<file path="src/sv/ucnv_pkg.sv">
// ----------------------------------------------------------------------------
// UTF-16 newline converter package
// Shared types, constants and helper functions for the converter.
// ----------------------------------------------------------------------------
package ucnv_pkg;

   localparam int BYTE_W  = 8;
   localparam int COUNT_W = 2;
   localparam int CONV_W  = 2;
   localparam int CODE_W  = 16;

   localparam logic [BYTE_W-1:0]  BOM_FIRST  = 8'hFF;
   localparam logic [BYTE_W-1:0]  BOM_SECOND = 8'hFE;
   localparam logic [CODE_W-1:0]  CODE_CR    = 16'h000D;
   localparam logic [CODE_W-1:0]  CODE_LF    = 16'h000A;

   localparam logic [COUNT_W-1:0] COUNT_NONE = 2'd0;
   localparam logic [COUNT_W-1:0] COUNT_ONE  = 2'd1;
   localparam logic [COUNT_W-1:0] COUNT_TWO  = 2'd2;

   // Configuration register indexes
   localparam int CSR_INDEX_W = 2;
   localparam int CSR_DATA_W  = 2;
   localparam logic [CSR_INDEX_W-1:0] CSR_SOURCE = 2'd0;
   localparam logic [CSR_INDEX_W-1:0] CSR_DEST   = 2'd1;
   localparam logic [CSR_INDEX_W-1:0] CSR_SWAP   = 2'd2;

   typedef enum logic [CONV_W-1:0] {
      CONV_UNIX = 2'd0,
      CONV_MAC  = 2'd1,
      CONV_WIN  = 2'd2
   } conv_type;

   typedef struct packed {
      logic [BYTE_W-1:0]  first_byte;
      logic [BYTE_W-1:0]  second_byte;
      logic [COUNT_W-1:0] byte_count;
      logic               stream_end;
   } req_type;

   typedef struct packed {
      logic [BYTE_W-1:0]  out_first_byte;
      logic [BYTE_W-1:0]  out_second_byte;
      logic [COUNT_W-1:0] out_byte_count;
      logic               last_of_run;
      logic               end_marker;
   } rsp_type;

   typedef struct packed {
      logic [CONV_W-1:0] source_convention;
      logic [CONV_W-1:0] dest_convention;
      logic              swap_order;
   } cfg_type;

   // Results of one request, ready to load into the output buffer
   typedef struct packed {
      logic               load;
      logic [COUNT_W-1:0] count;
      rsp_type            res0;
      rsp_type            res1;
   } bundle_type;

   // Unused code three reads as unix
   function automatic conv_type conv_of(input logic [CONV_W-1:0] v);
      conv_type c;
      case (v)
         CONV_MAC: c = CONV_MAC;
         CONV_WIN: c = CONV_WIN;
         default:  c = CONV_UNIX;
      endcase
      return c;
   endfunction

   // Place two bytes, swapped on request, as a full unit
   function automatic rsp_type make_pair(input logic [BYTE_W-1:0] a,
                                         input logic [BYTE_W-1:0] b,
                                         input logic swap);
      rsp_type r;
      r.out_first_byte  = swap ? b : a;
      r.out_second_byte = swap ? a : b;
      r.out_byte_count  = COUNT_TWO;
      r.last_of_run     = 1'b0;
      r.end_marker      = 1'b0;
      return r;
   endfunction

   // Write a code in stream byte order, then swap on request
   function automatic rsp_type make_code(input logic [CODE_W-1:0] code,
                                         input logic le,
                                         input logic swap);
      rsp_type r;
      if (le) begin
         r = make_pair(code[7:0], code[15:8], swap);
      end else begin
         r = make_pair(code[15:8], code[7:0], swap);
      end
      return r;
   endfunction

endpackage

</file>
<file path="src/sv/ucnv_req_if.sv">
// ----------------------------------------------------------------------------
// Request channel
// Valid/ready channel carrying one UTF-16 code unit.
// ----------------------------------------------------------------------------
interface ucnv_req_if;
   logic                            valid;
   logic                            ready;
   logic [ucnv_pkg::BYTE_W-1:0]     first_byte;
   logic [ucnv_pkg::BYTE_W-1:0]     second_byte;
   logic [ucnv_pkg::COUNT_W-1:0]    byte_count;
   logic                            stream_end;

   modport source (output valid, first_byte, second_byte, byte_count, stream_end,
                   input ready);
   modport sink   (input valid, first_byte, second_byte, byte_count, stream_end,
                   output ready);
endinterface

</file>
<file path="src/sv/ucnv_rsp_if.sv">
// ----------------------------------------------------------------------------
// Response channel
// Valid/ready channel carrying one emitted code unit.
// ----------------------------------------------------------------------------
interface ucnv_rsp_if;
   logic                            valid;
   logic                            ready;
   logic [ucnv_pkg::BYTE_W-1:0]     out_first_byte;
   logic [ucnv_pkg::BYTE_W-1:0]     out_second_byte;
   logic [ucnv_pkg::COUNT_W-1:0]    out_byte_count;
   logic                            last_of_run;
   logic                            end_marker;

   modport source (output valid, out_first_byte, out_second_byte, out_byte_count,
                   last_of_run, end_marker, input ready);
   modport sink   (input valid, out_first_byte, out_second_byte, out_byte_count,
                   last_of_run, end_marker, output ready);
endinterface

</file>
<file path="src/sv/utf16_newline_converter.sv">
// ----------------------------------------------------------------------------
// UTF-16 newline converter
// Rewrites LF / CR / CR LF newlines of a UTF-16 stream, optional byte swap.
// ----------------------------------------------------------------------------
//   channel  direction  carries
//   req      in         one code unit (two bytes or a lone byte), stream end
//   rsp      out        one emitted unit, last-of-run and end-of-stream flags
//   csr      in         register writes: source, dest, swap
//
// A request is registered in the input register, then is converted and
// loaded into a two-entry output buffer. One request per cycle is sustained
// while each yields at most one unit and the response side is ready; a request
// that yields two units holds the input while the buffer drains.
// Reset clears the conventions, swap, byte order and held CR state.
// ----------------------------------------------------------------------------
module utf16_newline_converter (
   input  logic                               clock,
   input  logic                               reset,
   ucnv_req_if.sink                           req,
   ucnv_rsp_if.source                         rsp,
   input  logic                               csr_we,
   input  logic [ucnv_pkg::CSR_INDEX_W-1:0]   csr_index,
   input  logic [ucnv_pkg::CSR_DATA_W-1:0]    csr_wdata
);
   import ucnv_pkg::*;

   cfg_type    cfg_ff, cfg_in;
   logic       item_valid;
   req_type    item;
   logic       take;
   logic       out_free;
   bundle_type bundle;

   always_comb begin
      cfg_in = cfg_ff;
      if (csr_we) begin
         case (csr_index)
            CSR_SOURCE: cfg_in.source_convention = csr_wdata[CONV_W-1:0];
            CSR_DEST:   cfg_in.dest_convention   = csr_wdata[CONV_W-1:0];
            CSR_SWAP:   cfg_in.swap_order        = csr_wdata[0];
            default:    cfg_in = cfg_ff;
         endcase
      end
   end

   always_ff @(posedge clock) begin
      if (reset) begin
         cfg_ff <= '0;
      end else begin
         cfg_ff <= cfg_in;
      end
   end

   ucnv_in_stage u_in_stage (
      .clock      (clock),
      .reset      (reset),
      .req        (req),
      .take       (take),
      .item_valid (item_valid),
      .item       (item)
   );

   ucnv_conv u_conv (
      .clock      (clock),
      .reset      (reset),
      .item_valid (item_valid),
      .item       (item),
      .cfg        (cfg_ff),
      .out_free   (out_free),
      .take       (take),
      .bundle     (bundle)
   );

   ucnv_out_buf u_out_buf (
      .clock    (clock),
      .reset    (reset),
      .bundle   (bundle),
      .out_free (out_free),
      .rsp      (rsp)
   );
endmodule

</file>
<file path="src/sv/ucnv_in_stage.sv">
// ----------------------------------------------------------------------------
// Input register
// Captures one request and holds it until the converter takes it.
// ----------------------------------------------------------------------------
module ucnv_in_stage (
   input  logic              clock,
   input  logic              reset,
   ucnv_req_if.sink          req,
   input  logic              take,
   output logic              item_valid,
   output ucnv_pkg::req_type item
);
   import ucnv_pkg::*;

   logic    valid_ff, valid_in;
   req_type item_ff, item_in;
   logic    accept;

   assign req.ready = !valid_ff || take;
   assign accept    = req.valid && req.ready;

   always_comb begin
      valid_in = valid_ff;
      item_in  = item_ff;
      if (accept) begin
         valid_in            = 1'b1;
         item_in.first_byte  = req.first_byte;
         item_in.second_byte = req.second_byte;
         item_in.byte_count  = req.byte_count;
         item_in.stream_end  = req.stream_end;
      end else if (take) begin
         valid_in = 1'b0;
      end
   end

   always_ff @(posedge clock) begin
      if (reset) begin
         valid_ff <= 1'b0;
      end else begin
         valid_ff <= valid_in;
      end
      item_ff <= item_in;
   end

   assign item_valid = valid_ff;
   assign item       = item_ff;
endmodule

</file>
<file path="src/sv/ucnv_conv.sv">
// ----------------------------------------------------------------------------
// Newline conversion
// Byte order detection, CR holding and newline rewrite for one request.
// ----------------------------------------------------------------------------
module ucnv_conv (
   input  logic                 clock,
   input  logic                 reset,
   input  logic                 item_valid,
   input  ucnv_pkg::req_type    item,
   input  ucnv_pkg::cfg_type    cfg,
   input  logic                 out_free,
   output logic                 take,
   output ucnv_pkg::bundle_type bundle
);
   import ucnv_pkg::*;

   logic seen_ff, seen_in;
   logic le_ff, le_in;
   logic held_ff, held_in;

   conv_type           s, d;
   logic               le, held, done, is_two;
   logic [COUNT_W-1:0] n;
   logic [CODE_W-1:0]  code;
   rsp_type            cr_u, lf_u, pair_u, lone_u;
   rsp_type            res [2];

   always_comb begin
      s       = conv_of(cfg.source_convention);
      d       = conv_of(cfg.dest_convention);
      le      = le_ff;
      seen_in = seen_ff;
      held    = held_ff;
      done    = 1'b0;
      n       = COUNT_NONE;
      res[0]  = '0;
      res[1]  = '0;
      is_two  = item.byte_count[1];

      if (item.byte_count != COUNT_NONE && !seen_ff) begin
         le      = is_two && item.first_byte == BOM_FIRST && item.second_byte == BOM_SECOND;
         seen_in = 1'b1;
      end

      code   = le ? {item.second_byte, item.first_byte}
                  : {item.first_byte, item.second_byte};
      cr_u   = make_code(CODE_CR, le, cfg.swap_order);
      lf_u   = make_code(CODE_LF, le, cfg.swap_order);
      pair_u = make_pair(item.first_byte, item.second_byte, cfg.swap_order);
      lone_u = '0;
      lone_u.out_first_byte = item.first_byte;
      lone_u.out_byte_count = COUNT_ONE;

      if (item.byte_count == COUNT_ONE) begin
         if (held) begin
            res[n[0]] = cr_u;
            n         = n + 1'b1;
            held      = 1'b0;
         end
         res[n[0]] = lone_u;
         n         = n + 1'b1;
      end else if (is_two) begin
         if (held) begin
            held = 1'b0;
            if (s != CONV_WIN || s == d) begin
               res[0] = cr_u;
               res[1] = pair_u;
               n      = COUNT_TWO;
               done   = 1'b1;
            end else if (code == CODE_LF) begin
               // CR LF pair collapses into one destination newline
               if (d == CONV_MAC) begin
                  res[0] = cr_u;
                  n      = COUNT_ONE;
               end else begin
                  res[0] = lf_u;
                  n      = COUNT_ONE;
               end
               done = 1'b1;
            end else begin
               res[0] = cr_u;
               n      = COUNT_ONE;
            end
         end
         if (!done) begin
            if (s == d) begin
               res[n[0]] = pair_u;
               n         = n + 1'b1;
            end else if (s == CONV_WIN) begin
               if (code == CODE_CR) begin
                  held = 1'b1;
               end else begin
                  res[n[0]] = pair_u;
                  n         = n + 1'b1;
               end
            end else if (code == ((s == CONV_UNIX) ? CODE_LF : CODE_CR)) begin
               if (d == CONV_WIN) begin
                  res[0] = cr_u;
                  res[1] = lf_u;
                  n      = COUNT_TWO;
               end else begin
                  res[0] = (d == CONV_MAC) ? cr_u : lf_u;
                  n      = COUNT_ONE;
               end
            end else begin
               res[n[0]] = pair_u;
               n         = n + 1'b1;
            end
         end
      end

      if (item.stream_end) begin
         if (held) begin
            res[n[0]] = cr_u;
            n         = n + 1'b1;
            held      = 1'b0;
         end
         seen_in = 1'b0;
      end

      res[0].last_of_run = (n == COUNT_ONE);
      res[0].end_marker  = (n == COUNT_ONE) && item.stream_end;
      res[1].last_of_run = 1'b1;
      res[1].end_marker  = item.stream_end;

      le_in   = le;
      held_in = held;
   end

   assign take          = item_valid && (n == COUNT_NONE || out_free);
   assign bundle.load   = take && n != COUNT_NONE;
   assign bundle.count  = n;
   assign bundle.res0   = res[0];
   assign bundle.res1   = res[1];

   always_ff @(posedge clock) begin
      if (reset) begin
         seen_ff <= 1'b0;
         le_ff   <= 1'b0;
         held_ff <= 1'b0;
      end else if (take) begin
         seen_ff <= seen_in;
         le_ff   <= le_in;
         held_ff <= held_in;
      end
   end
endmodule

</file>
<file path="src/sv/ucnv_out_buf.sv">
// ----------------------------------------------------------------------------
// Output buffer
// Holds up to two emitted units and presents them one per cycle while the receiver is ready.
// ----------------------------------------------------------------------------
module ucnv_out_buf (
   input  logic                 clock,
   input  logic                 reset,
   input  ucnv_pkg::bundle_type bundle,
   output logic                 out_free,
   ucnv_rsp_if.source           rsp
);
   import ucnv_pkg::*;

   logic [COUNT_W-1:0] cnt_ff, cnt_in;
   rsp_type            slot0_ff, slot0_in;
   rsp_type            slot1_ff, slot1_in;
   logic               pop;

   assign pop      = rsp.valid && rsp.ready;
   // Free when empty, or when the last held unit leaves this cycle
   assign out_free = (cnt_ff == COUNT_NONE) || (cnt_ff == COUNT_ONE && rsp.ready);

   always_comb begin
      cnt_in   = cnt_ff;
      slot0_in = slot0_ff;
      slot1_in = slot1_ff;
      if (bundle.load) begin
         cnt_in   = bundle.count;
         slot0_in = bundle.res0;
         slot1_in = bundle.res1;
      end else if (pop) begin
         cnt_in   = cnt_ff - 1'b1;
         slot0_in = slot1_ff;
      end
   end

   always_ff @(posedge clock) begin
      if (reset) begin
         cnt_ff <= COUNT_NONE;
      end else begin
         cnt_ff <= cnt_in;
      end
      slot0_ff <= slot0_in;
      slot1_ff <= slot1_in;
   end

   assign rsp.valid           = cnt_ff != COUNT_NONE;
   assign rsp.out_first_byte  = slot0_ff.out_first_byte;
   assign rsp.out_second_byte = slot0_ff.out_second_byte;
   assign rsp.out_byte_count  = slot0_ff.out_byte_count;
   assign rsp.last_of_run     = slot0_ff.last_of_run;
   assign rsp.end_marker      = slot0_ff.end_marker;
endmodule

</file>
<file path="src/flat_wrapper.sv">
// flat-port wrapper written by rule: the top's interface ports become plain ports
module utf16_newline_converter_flat import ucnv_pkg::*;
  (clock, reset, csr_we, csr_index, csr_wdata, req_valid, req_first_byte, req_second_byte, req_byte_count, req_stream_end, req_ready, rsp_valid, rsp_out_first_byte, rsp_out_second_byte, rsp_out_byte_count, rsp_last_of_run, rsp_end_marker, rsp_ready);
  ucnv_req_if req_i ();
  ucnv_rsp_if rsp_i ();
  input  logic clock;
  input  logic reset;
  input  logic csr_we;
  input  logic [ucnv_pkg::CSR_INDEX_W-1:0] csr_index;
  input  logic [ucnv_pkg::CSR_DATA_W-1:0] csr_wdata;
  input wire logic [$bits(req_i.valid)-1:0] req_valid;
  input wire logic [$bits(req_i.first_byte)-1:0] req_first_byte;
  input wire logic [$bits(req_i.second_byte)-1:0] req_second_byte;
  input wire logic [$bits(req_i.byte_count)-1:0] req_byte_count;
  input wire logic [$bits(req_i.stream_end)-1:0] req_stream_end;
  output wire logic [$bits(req_i.ready)-1:0] req_ready;
  output wire logic [$bits(rsp_i.valid)-1:0] rsp_valid;
  output wire logic [$bits(rsp_i.out_first_byte)-1:0] rsp_out_first_byte;
  output wire logic [$bits(rsp_i.out_second_byte)-1:0] rsp_out_second_byte;
  output wire logic [$bits(rsp_i.out_byte_count)-1:0] rsp_out_byte_count;
  output wire logic [$bits(rsp_i.last_of_run)-1:0] rsp_last_of_run;
  output wire logic [$bits(rsp_i.end_marker)-1:0] rsp_end_marker;
  input wire logic [$bits(rsp_i.ready)-1:0] rsp_ready;
  assign req_i.valid = req_valid;
  assign req_i.first_byte = req_first_byte;
  assign req_i.second_byte = req_second_byte;
  assign req_i.byte_count = req_byte_count;
  assign req_i.stream_end = req_stream_end;
  assign req_ready = req_i.ready;
  assign rsp_valid = rsp_i.valid;
  assign rsp_out_first_byte = rsp_i.out_first_byte;
  assign rsp_out_second_byte = rsp_i.out_second_byte;
  assign rsp_out_byte_count = rsp_i.out_byte_count;
  assign rsp_last_of_run = rsp_i.last_of_run;
  assign rsp_end_marker = rsp_i.end_marker;
  assign rsp_i.ready = rsp_ready;
  utf16_newline_converter u_core (.clock(clock), .reset(reset), .req(req_i), .rsp(rsp_i), .csr_we(csr_we), .csr_index(csr_index), .csr_wdata(csr_wdata));
endmodule
</file>
<file path="config.mk">
export PLATFORM = sky130hd
export DESIGN_NAME = utf16_newline_converter_flat
export DESIGN_NICKNAME = d
export VERILOG_FILES = /design/src/sv/ucnv_pkg.sv /design/src/sv/ucnv_req_if.sv /design/src/sv/ucnv_rsp_if.sv /design/src/sv/utf16_newline_converter.sv /design/src/sv/ucnv_in_stage.sv /design/src/sv/ucnv_conv.sv /design/src/sv/ucnv_out_buf.sv /design/src/flat_wrapper.sv
export SDC_FILE = /design/constraint.sdc
export NUM_CORES = 1
export LEC_CHECK = 0
export BUFFER_PORTS_ARGS = -buffer_cell sky130_fd_sc_hd__buf_2
export CAP_MARGIN = 20
export CORE_MARGIN = 4
export CORE_UTILIZATION = 45
export DETAILED_ROUTE_END_ITERATION = 6
export GPL_TIMING_DRIVEN = 0
export PLACE_DENSITY = 0.73
export SLEW_MARGIN = 25
export SYNTH_ARGS = -nofsm -noshare
export SYNTH_HDL_FRONTEND = slang
export SYNTH_HIERARCHICAL = 1
export SYNTH_SLANG_ARGS = --single-unit
</file>
<file path="constraint.sdc">
create_clock -name clock -period 6.9 [get_ports clock]
set_input_delay 2.07 -clock clock [delete_from_list [all_inputs] [get_ports clock]]
set_output_delay 2.07 -clock clock [all_outputs]
set_load 0.01 [all_outputs]
</file>
== Word-level counts from Yosys, hierarchy flattened ==
Cells that the tools add are included.
Widths: inputs -> output; s select.

* Add/subtract/negate cells: 4
* Multiply operators: 0
* Div/mod/pow operators: 0
* $lt $le $gt $ge: 6
* Equal/unequal tests: 19
* Shifts and indexed selects: 0
* Muxes and demuxes: 78
* Bitwise logic cells: 3
* Reduce and logical (&&, ||, !) cells: 32

{| class="wikitable"
|+ Operators with widths
! kind !! count
|-
| $mux 40 || 12
|-
| $mux 20 || 13
|-
| $bwmux 40 || 3
|-
| $demux 20 s1 || 3
|-
| $mux 16 || 3
|-
| $mux 2 || 17
|-
| $eq 16x4->1 const B || 2
|-
| $mux 1 || 18
|-
| $eq 16x4->1 || 1
|-
| $eq 8x8->1 const B || 2
|-
| $mux 4 || 4
|-
| $mux 8 || 2
|-
| $eq 2x1->1 const B || 7
|-
| $logic_and 1x1->1 || 12
|-
| $reduce_bool 2->1 || 6
|-
| $eq 2x2->1 const B || 5
|-
| $logic_not 2->1 || 4
|-
| $pmux 2 s2 || 2
|-
| $reduce_and 2->1 || 4
|-
| $add 2x1->2 const B || 3
|-
| $ge 2x2->1 const B || 3
|-
| $lt 2x1->1 const B || 3
|-
| $not 1->2 || 3
|-
| $logic_or 1x1->1 || 4
|-
| other kinds (5) || 6
|}

* Flip-flop bits (word level): 69
* Bits in latches: 0
* RAM bits: 0
* Memory bits (read-only): 0
* Input bits: 28
* Output and inout bits: 22
* Logic and storage cells: 163
* Memories kept: 0

== Longest topological paths before layout ==
Gate-level depths: netlist of run 1.

* Word-level depth: 24
* Gate-level depth with buffers: 14
* Mapped depth without buffers: 13

== Cells and area by module ==
The synthesis of run 1 kept the hierarchy.

{| class="wikitable"
|+ Modules (own cells, without submodules)
! module !! times used !! cells an instance !! area an instance (µm²) !! sequential area each (µm²)
|-
| ucnv_conv || 1 || 277 || 1767.9 || 60.1
|-
| ucnv_out_buf || 1 || 81 || 1592.8 || 1241.2
|-
| ucnv_in_stage || 1 || 24 || 625.6 || 590.6
|-
| utf16_newline_converter || 1 || 20 || 222.7 || 100.1
|}

== Worst setup path after synthesis of run 1 ==
No wires, ideal clock.

* Path kind: reg2reg
* Start: reg u_core.u_in_stage.item_ff, in the netlist u_core/u_in_stage/item[14]
* End: reg u_core.u_out_buf.slot0_ff, in the netlist u_core/u_out_buf/rsp.end_marker, enable pin
* Setup time: 0.346 ns
* Arrival: 4.918 ns
* Required time: 6.554 ns
* Slack: 1.636 ns
* Cell stages (with the launch flop): 12
* Path buffers: 3
* Clock period less this slack: 5.264 ns
* Path through: edfxtp_1 buf_6 or4b_1 or3_1 mux4_2 or4_1 buf_2 a21oi_1 nor2_1 a31oi_1 buf_4 or2_2

{| class="wikitable"
|+ RTL lines
! item !! RTL line !! source
|-
| start: declaration || ucnv_in_stage.sv:16 || <nowiki>req_type item_ff, item_in;</nowiki>
|-
| start signal: assignment || ucnv_in_stage.sv:42 || <nowiki>item_ff <= item_in;</nowiki>
|-
| end signal: assignment || ucnv_out_buf.sv:43 || <nowiki>slot0_ff <= slot0_in;</nowiki>
|-
| end: declaration || ucnv_out_buf.sv:15 || <nowiki>rsp_type slot0_ff, slot0_in;</nowiki>
|}

== Worst setup path after layout of run 1 ==
* Start: reg u_core.u_in_stage.item_ff, in the netlist u_core/u_in_stage/item[12]
* End: out req_ready

* Longest elaborated chain between the ends: 21
* Elaborated cells between the ends (all ways): 33
* Those cells by class: add/sub: 1; eq/ne: 4; mux: 22; reduce/logical: 6

{| class="wikitable"
|+ RTL lines
! item !! RTL line !! source
|-
| $eq 8x8->1 || ucnv_conv.sv:41 || <nowiki>le = is_two && item.first_byte == BOM_FIRST && item.second_byte == BOM_SECOND;</nowiki>
|-
| $logic_and 1x1->1 (2 in a row) || ucnv_conv.sv:41 ||
|-
| $mux 1 || ucnv_conv.sv:40 || <nowiki>if (item.byte_count != COUNT_NONE && !seen_ff) begin</nowiki>
|-
| $mux 16 (*) || ucnv_conv.sv:45 || <nowiki>code = le ? {item.second_byte, item.first_byte}</nowiki>
|-
| $eq 16x4->1 || ucnv_conv.sv:70 || <nowiki>end else if (code == CODE_LF) begin</nowiki>
|-
| $mux 1 || ucnv_conv.sv:70 ||
|-
| $mux 1 || ucnv_conv.sv:65 || <nowiki>if (s != CONV_WIN || s == d) begin</nowiki>
|-
| $mux 1 || ucnv_conv.sv:63 || <nowiki>if (held) begin</nowiki>
|-
| [... 5 more ...] || n/a ||
|-
| $add 2x1->2 || ucnv_conv.sv:115 || <nowiki>n = n + 1'b1;</nowiki>
|-
| $mux 2 || ucnv_conv.sv:113 || <nowiki>if (held) begin</nowiki>
|-
| $mux 2 (*) || ucnv_conv.sv:112 || <nowiki>if (item.stream_end) begin</nowiki>
|-
| $logic_not 2->1 (*) || ucnv_conv.sv:130 || <nowiki>assign take = item_valid && (n == COUNT_NONE || out_free);</nowiki>
|-
| $logic_or 1x1->1 (*) || ucnv_conv.sv:130 ||
|-
| $logic_and 1x1->1 (*) || ucnv_conv.sv:130 ||
|-
| named net u_core.take || utf16_newline_converter.sv:30 || <nowiki>logic take;</nowiki>
|-
| $logic_or 1x1->1 (*) || ucnv_in_stage.sv:19 || <nowiki>assign req.ready = !valid_ff || take;</nowiki>
|-
| end: declaration || flat_wrapper.sv:16 || <nowiki>output wire logic [$bits(req_i.ready)-1:0] req_ready;</nowiki>
|}

Mark *: on every way through the listed nets, which the timed path passes. The rest lies on a longest branch. The select of a mux whose other input is x is not followed.

==> results.env, run 1 <==
POST_SYNTH.CELL_AREA_AVG_UM2=10.5
FINISH.INSTANCE_AREA_UM2=4870
YOSYSMOSTFREQUENTCELL='edfxtp_1'
HOLD_START='u_core/cfg_ff[2]$_SDFFE_PP0P_'
CP.BUFFERS_INVERTERS=2
FINAL_MAX_SLEW_VIOL_COUNT=0
CRITPATHKIND='reg -> out'
POWER_PER_CELL_AREA_nW_PER_UM2=238
CTS-HOLD-FIX-BUFFERS=0
AREAGROWTHSYNTHTOFINISH_PCT=15.7
IR_DROP_mV=0.161
YOSYS_REGISTER_BITS=70
CTS_INSERTED_BUFFERS=9
LEAKAGE_COMPONENT_OF_THE_POWER_nW=1.77
CRITICAL_PATH.TOP_DELAY_FAMILY='simple AND/OR/NAND/NOR gates'
TIMING.MAX_CAP.VIOLATIONS=0
HOLDCRITPATHCLASS='reg -> reg'
PATH_MAX_FANOUT=9
ANT_NETS=0
FP-ROW-COUNT=35
RR_STARTPOINT='u_core/u_in_stage/item[12]$_DFFE_PP_'
SYNTH_TOP_AREA_SHARE_PCT=42.1
NETLIST_TOP_CELLS_COUNT='edfxtp_1 (59), nor2_1 (40), nand2_1 (30)'
LAYOUT.NETS=496
FINALCRITICALPERIOD_NS=6.11
LAYOUT_SETUP_WS_NS=0.795
R2R_SLACK_NS=2.29
CLOCK-SKEW-FINAL_NS=0.00849
CLOCK_SINK_COUNT=70
YS_WARN_COUNT=6
SLEW_HEADROOM_PCT=37.6
SYNTH-ASYNC-RESET-RATIO_PCT=0
FP.DIEAREA_UM2=11000
CELL_SEEN_MOST_OFTEN_AMONG_CRITICAL_PATH_STAGES='buf_2'
CRIT_PATH_TOP_DELAY_CELL='or4b_1'
START_UTIL_PCT=46.0
TIMING.CRITICAL_PATH.ARRIVAL_NS=4.04
YOSYSTOPAREACELL='edfxtp_1'
DETAILEDROUTE.FIRSTITERATIONVIOLATIONS=312
FINALHOLDVIOLATIONS=0
FINAL_LAYOUT_SIZE_SUFFIX_GT1_SHARE_PCT=23.1
OUTCOME='finished clean'
R2R-END='u_core/u_out_buf/rsp.out_first_byte[0]$_DFFE_PP_'
NETLIST_INSTANCES=402
GRT_OVERFLOW_TOTAL=0
FINALCRITPERIODSHARE_PCT=88.5
CTS_TREE='built'
GPL.FINAL_WEIGHTED_CONGESTION=0.915
SYNTH_CELL_TYPES=71
LAYOUT.FILLER_CELLS=835
DETAILEDPLACEMENTHPWL_UM=8150
GLOBAL_ROUTE.USAGE.TOTAL_PCT=20.0
TIMING.CRITICAL_PATH.FROM_TYPE='flip-flop'
DRT_PRE_ANTENNA_ITERS=5
ROUTED_WIRELENGTH_UM=10900
POST_CTS_REPAIR_RESIZE_COUNT=0
NUMBER_OF_NETS_PRODUCED_BY_SYNTHESIS=435
RSZ0062_AT_GRT='false'
POSTPLACECELLAREA_UM2=4640
GRT_PASS1_WL_UM=17400
HOLD-PATH-CELL-COUNT=2
LARGEST_NET_DEGREE_AT_THE_START_OF_GLOBAL_ROUTING=24
ANTENNA_CELLS_INSERTED=0
CTS_ROOT_BUF='clkbuf_8'
DIE-HEIGHT_UM=105
DIE_WIDTH_UM=105
FINALNONFILLERCELLS=578
MULTI_INPUT_COMB_AREA_UM2=2060
DETAIL_ROUTE.VIAS_PER_CELL=6.01
CTS_MAX_LEVEL=3
INITIAL_ANTENNA_VIOLATION_COUNT=0
CP.REQUIRED_NS=4.83
FINISH.UTILIZATION_PCT=53.2
CORE_REGION_AREA_UM2=9150
CRIT_PATH_END_KIND='output port'
TIMING.HOLD.WORST_ENDPOINT='u_core/cfg_ff[2]$_SDFFE_PP0P_'
CRITICAL_PATH_DEPTH=9
CLOCK.FMAX_GHz=0.164
DPL_WORST_SLACK_NS=1.16
SEQUENTIAL_CELL_AREA_FRACTION_IN_THE_YOSYS_REPORT_PCT=47.3
CLK_PIN_SLEW_NS=0.07
PLACEDCELLCOUNT=563
SETUP-TNS-FINAL_NS=0
CRIT_PATH_CELL_TRACE='or4b_1 -> or3_1 -> mux4_2 -> or4_1 -> buf_2 -> and2_4 -> o41ai_4 -> nand2b_4 -> buf_2'
SYNTH_EDF_COUNT=59
GRT_PASS1_VIAS=3411
PORTBUFFERS=49
SYNTH_FLOP_CELL='edfxtp_1'
DESIGN_POWER_TOTAL_mW=1.16
CTS_BUFFER_DEPTH=2
DRC=0
TIGHTEST_SLEW_NS=0.931
CTS_SETUP_BUFFERS=0
IOS=50
WL_PER_CELL_UM=18.8
TOP_CELLS_BY_AREA_SYNTH='edfxtp_1 (42%), mux2_2 (7.0%), dfxtp_1 (5.2%)'
FF_LATCH_AREA_UM2=1990
WORST_REG2REG_PATH_LENGTH_IN_CELLS=11
SYNTHESIS.AREA_UM2=4210
ROUTED-VIA-COUNT=3471
FINALSETUPVIOLATIONS=0
FINALHOLDWORSTSLACK_NS=0.476
SLOWEST_DELAY_NS=0.59
CRITPATHLAUNCH='u_core/u_in_stage/item[12]$_DFFE_PP_'
CLOCK_INSERTION_DELAY_AT_THE_LATER_PIN_OF_THE_SKEW_REPORT_NS=0.34
==> worst max-delay path by stage <==
stage | endpoint | slack (ns)
5_1_grt | req_ready | 0.51
2_1_floorplan | u_core/u_out_buf/rsp.end_marker$_DFFE_PP_ | 1.64
6_report | req_ready | 0.79
3_5_place_dp | req_ready | 1.16
3_3_place_gp | u_core/u_out_buf/rsp.out_first_byte[7]$_DFFE_PP_ | 0.72
4_1_cts | req_ready | 0.79
==> area by class of cell <==
class	instances	share of cell area, %
multi-input combinational	293	42.3
buffer	21	2.11
clock inverter	6	2.26
clock buffer	9	2.54
inverter	18	1.39
tap	111	2.85
sequential	70	40.9
timing repair buffer	50	5.60
==> placed cells by master, fill, tap and decap left out, types with 11 or more instances in the layout <==
cell type and instances:
a21oi_1 23, buf_2 50, clkbuf_1 12, dfxtp_1 11, edfxtp_1 59, inv_1 16
mux2_2 26, mux2i_1 15, nand2_1 30, nand2b_1 11, nor2_1 40, o21ai_0 20
==> routing by layer <==
metal  wire (µm)  share of wire, %  global-route usage (%)  up-vias
li1            -                 -                       -     1659
met1        4820                44                    26.8     1628
met5           0                 0                       0        -
met4         212               1.9                    7.78        0
met3         716               6.6                    3.64       18
met2        5130                47                    32.3      166
==> tightest hold or removal path: cells and delay by family (launching register included) <==
kind          cells  cell delay [ns]
mux               1             0.06
simple gates      1             0.06
flops             1             0.31
==> sequential cells by signal, summed over array words and instances, names as in the netlist, 2 cells and up <==
signal / cells
u_core/cfg_ff: 5
u_core/u_in_stage/item: 19
u_core/u_out_buf/cnt_ff: 2
u_core/u_out_buf/rsp.out_byte_count: 2
u_core/u_out_buf/rsp.out_first_byte: 8
u_core/u_out_buf/rsp.out_second_byte: 8
u_core/u_out_buf/slot1_ff: 20
==> where the power goes <==
group	internal (mW)	switching (mW)	total [mW]
Combinational	0.0945	0.123	0.218
Clock	0.238	0.154	0.392
Sequential	0.524	0.0249	0.549
Total	0.857	0.302	1.16
==> cells by family (layout without fill, tap and decap cells) <==
family | count (synthesis) | count (layout) | synth area share [%]
AND/OR/NAND/NOR | 129 | 129 | 16.3
AO/OA/AOI/OAI | 109 | 109 | 18.3
flip-flops | 70 | 70 | 47.3
multiplexers | 42 | 42 | 11.1
buffers and inverters | 39 | 104 | 4.04
XOR/XNOR | 7 | 7 | 1.46
adder cells (fa/ha/maj) | 5 | 5 | 1.49
other | 1 | 1 | 0.0891
(Power assumes the default switching activity.)
==> run 2, diff against run 1 <==
CORE_ASPECT_RATIO = 0.9   (was unset)
CORE_UTILIZATION = 37   (was 45)
CTS_BUF_LIST = sky130_fd_sc_hd__clkbuf_2 sky130_fd_sc_hd__clkbuf_4 sky130_fd_sc_hd__clkbuf_8   (was unset)
PLACE_DENSITY = 0.64   (was 0.73)
==> results.env, run 2 (same netlist as run 1, synthesis figures left out) <==
ROUTED_WIRELENGTH_UM=11300  # +3.5%
FINAL_MAX_SLEW_VIOL_COUNT=0  # unchanged
CLOCK-SKEW-FINAL_NS=0.0116  # +0.00308 ns
LEAKAGE_COMPONENT_OF_THE_POWER_nW=1.76  # -0.51%
CRIT_PATH_END_KIND='output port'
INITIAL_ANTENNA_VIOLATION_COUNT=0  # unchanged
GPL.FINAL_WEIGHTED_CONGESTION=0.925  # +1.0%
CRITPATHLAUNCH='u_core/u_in_stage/item[12]$_DFFE_PP_'
HOLDCRITPATHCLASS='reg -> reg'
GRT_PASS1_VIAS=3357  # -1.6%
SLEW_HEADROOM_PCT=32.6  # -4.9 points
TIGHTEST_SLEW_NS=0.985  # +0.0542 ns
CTS_ROOT_BUF='clkbuf_8'
CTS_MAX_LEVEL=3  # unchanged
CTS_TREE='built'
SWITCHING_POWER_mW=0.305  # +0.78%
RR_STARTPOINT='u_core/u_in_stage/item[12]$_DFFE_PP_'
TIMING.MAX_CAP.VIOLATIONS=0  # unchanged
MULTI_INPUT_COMB_AREA_UM2=2060  # unchanged
R2R_SLACK_NS=2.19  # -0.10 ns
FINAL_LAYOUT_SIZE_SUFFIX_GT1_SHARE_PCT=23.1  # -0.049 points
CTS-HOLD-FIX-BUFFERS=0  # unchanged
LAYOUT_COMMONEST_CELL='edfxtp_1'
CLOCKPOWERSHARE_PCT=31.6  # -2.2 points
SWITCHING_SHARE_PCT=27.1  # +1.0 points
GRT_OVERFLOW_TOTAL=0  # unchanged
FINALCRITPERIODSHARE_PCT=90.0  # +1.5 points
CLK_PIN_SLEW_NS=0.07  # about the same
CORE_REGION_AREA_UM2=11000  # +20%
ROUTED-VIA-COUNT=3467  # -0.12%
INTPOWER_mW=0.820  # -4.3%
CLOCK_SINK_COUNT=70  # unchanged
FINALHOLDWORSTSLACK_NS=0.484  # +0.00728 ns
TIMING.CRITICAL_PATH.ARRIVAL_NS=4.14  # +0.10 ns
LARGEST_REGISTER='u_core/u_out_buf/slot1_ff'
DRC=0  # unchanged
CTS_INSERTED_BUFFERS=9  # unchanged
CTS_BUFFER_DEPTH=2  # unchanged
TIMING.CRITICAL_PATH.TO='req_ready'
DETAILEDROUTE.FIRSTITERATIONVIOLATIONS=320  # +2.6%
LARGEST_REGISTER_FF_COUNT=20  # unchanged
FINALHOLDVIOLATIONS=0  # unchanged
PATH_MAX_FANOUT=9  # unchanged
OUTCOME='finished clean'
CTS_SETUP_BUFFERS=0  # unchanged
GLOBAL_ROUTE.USAGE.TOTAL_PCT=17.6  # -2.4 points
DETAIL_ROUTE.VIAS_PER_CELL=5.59  # -6.9%
IOS=50  # unchanged
POWER_PER_CELL_AREA_nW_PER_UM2=229  # -3.6%
LAYOUT.NETS=496  # unchanged
CLOCK.FMAX_GHz=0.161  # -1.7%
FINALSETUPVIOLATIONS=0  # unchanged
AREAGROWTHSYNTHTOFINISH_PCT=16.4
DRT_PRE_ANTENNA_ITERS=5  # unchanged
LARGEST_NET_DEGREE_AT_THE_START_OF_GLOBAL_ROUTING=24  # unchanged
FINALCRITICALPERIOD_NS=6.21  # +0.104 ns
CP.REQUIRED_NS=4.83  # about the same
TIMING.CRITICAL_PATH.FROM_TYPE='flip-flop'
ANTENNA_CELLS_INSERTED=0  # unchanged
DETAILEDPLACEMENTHPWL_UM=8500  # +4.2%
MOST-COMMON-LAYOUT-CELLS='edfxtp_1 (59), buf_2 (50), nor2_1 (40)'
WORST_REG2REG_PATH_LENGTH_IN_CELLS=11  # unchanged
POWER.SEQUENTIAL.FRACTION_PCT=48.9  # +1.5 points
PORTBUFFERS=49  # unchanged
GRT_PASS1_WL_UM=18000  # +3.5%
PLACEDCELLCOUNT=604  # +7.3%
DIE-HEIGHT_UM=109  # +4.3%
CLOCK_INSERTION_DELAY_AT_THE_LATER_PIN_OF_THE_SKEW_REPORT_NS=0.35  # about the same
FINALNONFILLERCELLS=620  # +7.3%
FP.DIEAREA_UM2=13100  # +20%
START_UTIL_PCT=38.3  # -7.7 points
POST_CTS_REPAIR_RESIZE_COUNT=0  # unchanged
R2R-END='u_core/u_out_buf/rsp.out_second_byte[5]$_DFFE_PP_'
SLOWEST_DELAY_NS=0.79  # +0.20 ns
DIE_WIDTH_UM=120  # +15%
CRITPATHKIND='reg -> out'
RSZ0062_AT_GRT='false'
WL_PER_CELL_UM=18.2  # -3.5%
SETUP-TNS-FINAL_NS=0  # unchanged
FF_LATCH_AREA_UM2=1990  # unchanged
LAYOUT.FILLER_CELLS=1076  # +29%
IR_DROP_mV=0.145  # -9.8%
ANT_NETS=0  # unchanged
FP-ROW-COUNT=36  # +2.9%
CRIT_PATH_TOP_DELAY_CELL='a2111oi_0'
CRIT_PATH_CELL_TRACE='or4b_1 -> a2111oi_0 -> o21ai_0 -> o211ai_1 -> a21oi_1 -> o41ai_4 -> nand2b_4 -> buf_2'
COMBPWRFRAC_PCT=19.5  # +0.7 points
[run 2: cell count changes in the layout (fill, tap and decap cells not counted), sizes merged]
cell    change
inv         -1
bufinv      -1
clkinv      +3
[run 2: worst min-delay path by stage]
stage	slack [ns]	endpoint	cells after the start	start
finish	0.48	u_core/cfg_ff[2]$_SDFFE_PP0P_	2	u_core/cfg_ff[2]$_SDFFE_PP0P_
global route	0.51	u_core/cfg_ff[1]$_SDFFE_PP0P_	2	u_core/cfg_ff[1]$_SDFFE_PP0P_
CTS	0.49	u_core/cfg_ff[2]$_SDFFE_PP0P_	2	u_core/cfg_ff[2]$_SDFFE_PP0P_
detailed placement	0.47	u_core/cfg_ff[1]$_SDFFE_PP0P_	2	u_core/cfg_ff[1]$_SDFFE_PP0P_
global placement	0.47	u_core/cfg_ff[2]$_SDFFE_PP0P_	2	u_core/cfg_ff[2]$_SDFFE_PP0P_
floorplan	0.45	u_core/cfg_ff[1]$_SDFFE_PP0P_	2	u_core/cfg_ff[1]$_SDFFE_PP0P_
[run 2: power groups by stage]
stage | clock, mW | combinational [mW] | sequential, mW
floorplan | 0 | 0.128 | 0.567
global placement | 0 | 0.206 | 0.558
detailed placement | 0 | 0.219 | 0.560
CTS | 0.367 | 0.220 | 0.550
global route | 0.382 | 0.242 | 0.556
finish | 0.356 | 0.219 | 0.550
[run 2: worst max-delay path, delay by kind of cell, from the launching register on]
| family | cells | cell delay (ns) |
|---|---|---|
| and+or+nand+nor | 2 | 0.81 |
| buffers and inverters | 1 | 0.13 |
| AOI/OAI and AO/OA | 5 | 2.33 |
| DFF | 1 | 0.53 |
[run 2: metal layers]
layer / global-route usage, % / share of wire, %
met1: 25.8 / 48
met2: 27.1 / 45
met3: 3.11 / 5.5
met4: 4.53 / 1.5
met5: 0 / 0
[run 2: final cells by class]
cell class                 count  area share, %
clock buffer                   9           2.53
buffer                        21           2.09
clock inverter                 7           1.81
inverter                      18           1.38
sequential                    70           40.7
tap                          152           3.88
multi-input combinational    293           42.1
timing repair buffer          50           5.57
[run 2: per-stage QoR]
stage	util, %	power [mW]	instance area, µm²	setup WS (ns)
floorplan	-	0.695	4210	1.64
global placement	42.3	0.765	4640	0.706
detailed placement	42.6	0.778	4690	1.16
CTS	44.6	1.14	4900	0.772
global route	44.6	1.18	4900	0.448
finish	44.6	1.12	4900	0.691
